--- config.mk ---
export PLATFORM = sky130hd
export DESIGN_NAME = ebam_div_pipe
export DESIGN_NICKNAME = d
export VERILOG_FILES = /design/src/rtl/ebam_div_pipe.sv
export SDC_FILE = /design/constraint.sdc
export NUM_CORES = 2
export LEC_CHECK = 0
export BUFFER_PORTS_ARGS = -buffer_cell sky130_fd_sc_hd__buf_4
export CORE_AREA = 3 3 383 537
export CTS_BUF_LIST = sky130_fd_sc_hd__clkbuf_8
export CTS_CLUSTER_SIZE = 40
export DETAILED_ROUTE_END_ITERATION = 7
export DIE_AREA = 0 0 386 540
export PLACE_DENSITY = 0.39
export SYNTH_ARGS = -nofsm -noshare
export SYNTH_HDL_FRONTEND = slang
export SYNTH_SLANG_ARGS = --single-unit
--- constraint.sdc ---
create_clock -name clk -period 3.59 [get_ports clk]
set_input_delay 0.5385 -clock clk [delete_from_list [all_inputs] [get_ports clk]]
set_output_delay 0.5385 -clock clk [all_outputs]
set_load 0.01 [all_outputs]
--- src/rtl/ebam_div_pipe.sv ---
// Pipelined restoring divider, one quotient bit per stage, several lanes.
`timescale 1ns / 1ps

module ebam_div_pipe #(
    parameter int LANES = 2,
    parameter int QW    = 13,
    parameter int DW    = 13,
    parameter int TW    = 1
) (
    input  logic                       clk,
    input  logic                       rst_n,
    input  logic                       en,
    input  logic                       in_valid,
    input  logic [TW-1:0]              in_tag,
    input  logic [LANES-1:0][DW-1:0]   in_hi,
    input  logic [LANES-1:0][QW-1:0]   in_lo,
    input  logic [LANES-1:0][DW-1:0]   in_div,
    output logic                       out_valid,
    output logic [TW-1:0]              out_tag,
    output logic [LANES-1:0][QW-1:0]   out_quo,
    output logic [LANES-1:0][DW-1:0]   out_rem
);

    logic                       valid_reg [QW];
    logic [TW-1:0]              tag_reg   [QW];
    logic [LANES-1:0][DW-1:0]   rem_reg   [QW];
    logic [LANES-1:0][DW-1:0]   div_reg   [QW];
    logic [LANES-1:0][QW-1:0]   lo_reg    [QW];
    logic [LANES-1:0][QW-1:0]   quo_reg   [QW];

    for (genvar k = 0; k < QW; k++) begin : g_step
        logic                       v_cur;
        logic [TW-1:0]              t_cur;
        logic [LANES-1:0][DW-1:0]   rem_cur;
        logic [LANES-1:0][DW-1:0]   div_cur;
        logic [LANES-1:0][QW-1:0]   lo_cur;
        logic [LANES-1:0][QW-1:0]   quo_cur;
        logic [LANES-1:0][DW-1:0]   rem_next;
        logic [LANES-1:0][QW-1:0]   lo_next;
        logic [LANES-1:0][QW-1:0]   quo_next;

        // The first stage takes the beat, later stages the one before.
        if (k == 0) begin : g_first
            assign v_cur   = in_valid;
            assign t_cur   = in_tag;
            assign rem_cur = in_hi;
            assign div_cur = in_div;
            assign lo_cur  = in_lo;
            assign quo_cur = '0;
        end else begin : g_rest
            assign v_cur   = valid_reg[k-1];
            assign t_cur   = tag_reg[k-1];
            assign rem_cur = rem_reg[k-1];
            assign div_cur = div_reg[k-1];
            assign lo_cur  = lo_reg[k-1];
            assign quo_cur = quo_reg[k-1];
        end

        // Shift in the next dividend bit and subtract where it fits.
        always_comb
        begin
            logic [DW:0] trial;
            logic        fits;
            trial = '0;
            fits  = 1'b0;
            for (int l = 0; l < LANES; l++)
            begin
                trial       = {rem_cur[l], lo_cur[l][QW-1]};
                fits        = (trial >= {1'b0, div_cur[l]});
                rem_next[l] = fits ? DW'(trial - {1'b0, div_cur[l]}) : DW'(trial);
                lo_next[l]  = lo_cur[l] << 1;
                quo_next[l] = {quo_cur[l][QW-2:0], fits};
            end
        end

        // Valid bit of the stage.
        always_ff @(posedge clk or negedge rst_n)
        begin
            if (!rst_n)
                valid_reg[k] <= 1'b0;
            else if (en)
                valid_reg[k] <= v_cur;
        end

        // Data of the stage.
        always_ff @(posedge clk)
        begin
            if (en)
            begin
                tag_reg[k] <= t_cur;
                rem_reg[k] <= rem_next;
                div_reg[k] <= div_cur;
                lo_reg[k]  <= lo_next;
                quo_reg[k] <= quo_next;
            end
        end
    end

    assign out_valid = valid_reg[QW-1];
    assign out_tag   = tag_reg[QW-1];
    assign out_quo   = quo_reg[QW-1];
    assign out_rem   = rem_reg[QW-1];

endmodule

==> results.md <==
* Crit-path cells: inv_1 > ha_1 > inv_1 > fa_1 > a21o_1 > a21oi_2 > o21ai_0 > a221o_1 > o31ai_4 > inv_1 > mux2_2
* Final setup fails at 0
* Initial Utilization at 25.0%
* Port-buffer cells at 136
* Worst path slowest cell: o31ai_4
* Pwr per Cell Area at 784 mW/mm^2
* Final Max Tran Viols at 0
* CTS root buffer: clkbuf_8
* Setup bufs post-CTS at 0
* Yosys Warn Count at 0
* Crit-path max FO at 13
* Achievable Freq at 303 MHz
* Worst Tran Pin Value at 895 ps
* Antenna viol nets, final at 0
* 1st-pass router iterations at 5
* Crit Path Class: flop to flop
* Cell mode on critical path: inv_1
* Hold-fix buffers, CTS at 81
* Clk_lat worst skew at 900 ps
* Clk_skew at 38.3 ps
* Min Hold Slack at 171 ps
* Area Growth Syn to Fin at 17.8%
* DIE WIDTH at 386 um
* Vias post-DR at 30200
* WP buf/inv at 3
* Sequential share of the synthesized area at 60.5%
* Synth Instances at 3973
* Clock Tree Buf Depth at 3
* Share of cells above drive strength 1 at 13.4%
* Core area at 0.201 mm^2
* Min-delay worst type: input port to flop
* Post-synth EDFFs at 1001
* CTS Sinks at 1014
* Cell family with most CP delay: compound AO/OA/AOI/OAI gates
* Drc violations at 0
* Crit. End Element: flop
* Final hold violation count at 0
* Netlist Area Pre-Place at 0.0503 mm^2
* TritonCTS clock tree: built
* Die area at 0.208 mm^2
* Post-synth top flop: edfxtp_1
* Leak at 23.6 nW
* Global Route Usage Sum at 10.4%
* Element type at the critical path start: flop
* Setup tns final at 0 ps
* Net Count, Synth at 4420
* Result of the run: finished, final reports clean
* GPL Wtd Cong at 0.834
* CTS resizes at 0
* First-pass GRT wire length at 172000 um
* Die Y at 540 um
* Distinct cells, synth at 69
* Period utilization at 92.1%
* Clock transition at the registers of the reported paths at 60 ps
* FILL cells at 20600
* CTS Buf Count at 180
* Grt ovf at 0
* Worst path max stage delay at 540 ps
* Syn avg cell area at 12.6 um^2
* WL final at 108000 um
* Synth async-reset ratio at 1.28%
* Critical Path AT at 3950 ps
* Io pins at 137
* Vias per std cell at 4.21
* Fin nets at 4832
* Max FFs per register at 338
* Crit path required time at 4230 ps
* CTS H-tree lvls at 4
* Largest net degree at the start of global routing at 112
* Max-slew headroom at 40.3%
* Std cell rows at 195
* RSZ-0062 raised after global routing: false
* Vias in the first global route at 32000
* HPWL after detailed placement at 80200 um
* WL/cell at 15.0 um
* Max-cap violations at 0
* Minimum clock period at 3310 ps
* Flops & latches, synth at 1014
* Drt first-iter violations at 1237
* Initial antenna violation count at 2
* VDD IR max at 0.312 mV
[layout make-up]
type / count / area (um^2) / area share [%]
Clock buffer: 181 / 2490 / 4.21
Inverter: 448 / 1680 / 2.84
Antenna cell: 2 / 5.00 / 0.00845
Tap cell: 2659 / 3330 / 5.62
Timing Repair Buffer: 295 / 2570 / 4.35
Multi-Input combinational cell: 2446 / 17900 / 30.3
Clock inverter: 140 / 802 / 1.35
Sequential cell: 1014 / 30400 / 51.3
[metrics by stage]
| stage | instance area, um^2 | cells | worst slack [ps] | total power [mW] | utilization (%) |
|---|---|---|---|---|---|
| 3_5_place_dp | 55100 | 6781 | 282 | 36.7 | 27.4 |
| 2_1_floorplan | 50300 | 3973 | 527 | 31.5 | - |
| 3_3_place_gp | 55100 | 6781 | 313 | 36.7 | 27.4 |
| 4_1_cts | 59200 | 7183 | 260 | 47.4 | 29.4 |
| 5_1_grt | 59200 | 7184 | 33.3 | 50.3 | 29.4 |
| 6_report | 59200 | 7185 | 284 | 46.4 | 29.4 |
[routing by layer]
metal  vias up  GRT usage [%]  wire (um)
met2       481           19.4      57000
li1      15400              -          -
met3       247           2.22       4070
met5         -              0          0
met1     14100           10.6      41100
met4         0           5.72       5850
[synth_stat cells, types with 8 or more instances]
cell | instances | area share, %
or2_2 | 10 | 0.12
inv_1 | 448 | 3.3
a31oi_1 | 30 | 0.37
edfxtp_1 | 1001 | 60
nor2b_1 | 43 | 0.54
nand2b_1 | 61 | 0.76
a21oi_1 | 218 | 2.2
mux2_2 | 127 | 2.8
o21bai_1 | 33 | 0.49
mux2i_1 | 25 | 0.50
xnor2_1 | 132 | 2.3
a31o_2 | 8 | 0.14
mux2_1 | 12 | 0.27
nand3_1 | 49 | 0.49
xor2_1 | 108 | 1.9
nor2_1 | 199 | 1.5
o31ai_1 | 20 | 0.30
a211oi_1 | 12 | 0.18
a21boi_0 | 16 | 0.24
nand4_1 | 40 | 0.50
nor4_1 | 20 | 0.25
buf_2 | 11 | 0.11
a211o_1 | 8 | 0.14
or4_1 | 11 | 0.16
nor3_1 | 76 | 0.76
o21a_1 | 32 | 0.48
clkbuf_1 | 47 | 0.35
dfrtp_1 | 13 | 0.65
o211ai_1 | 15 | 0.22
a21o_1 | 122 | 1.8
ha_1 | 338 | 8.4
o21ai_0 | 267 | 2.7
fa_1 | 26 | 1.0
and3_1 | 9 | 0.11
nand2_1 | 275 | 2.1
[worst paths after layout]
path	from	endpoint	slack (ps)	cells past startpoint
max reg2reg	lo_reg[0][47]$_DFFE_PP_	rem_reg[0][68]$_DFFE_PP_	280	11
max in group asynchronous	rst_n	g_step[8].v_cur$_DFFE_PN0P_	2490	3
min in group asynchronous	rst_n	g_step[4].v_cur$_DFFE_PN0P_	720	3
min reg2reg	lo_reg[1][30]$_DFFE_PP_	lo_reg[1][55]$_DFFE_PP_	410	0
max	lo_reg[0][47]$_DFFE_PP_	rem_reg[0][68]$_DFFE_PP_	280	11
min	en	quo_reg[1][0]$_DFFE_PP_	170	1
[cell families after synthesis]
family,count (synthesis),share of synthesized area [%]
buf+inv,513,3.92
fa+ha+maj,364,9.45
simple gates,817,7.60
xor+xnor,240,4.18
flops,1014,60.5
compound gates,861,10.8
mux,164,3.61
[where the power goes]
part | internal (mW) | switching [mW] | leakage [nW] | total (mW)
logic | 8.28 | 9.62 | 11.8 | 17.9
clock network | 4.98 | 5.00 | 1.86 | 9.99
registers | 16.9 | 1.59 | 9.94 | 18.5
[layout by cell type, fill, tap and decap left out, drive strengths merged, types with 30 or more instances in the layout]
cell type       n
a21o          122
a21oi         223
a31oi          30
buf           214
clkbuf        181
clkinv         75
dlygate4sd3    81
edfxtp       1001
ha            338
inv           506
mux2          139
nand2         275
nand2b         61
nand3          49
nand4          40
nor2          199
nor2b          43
nor3           77
o21a           32
o21ai         274
o21bai         33
xnor2         132
xor2          108
No activity file was read; power rests on OpenSTA's default activity.
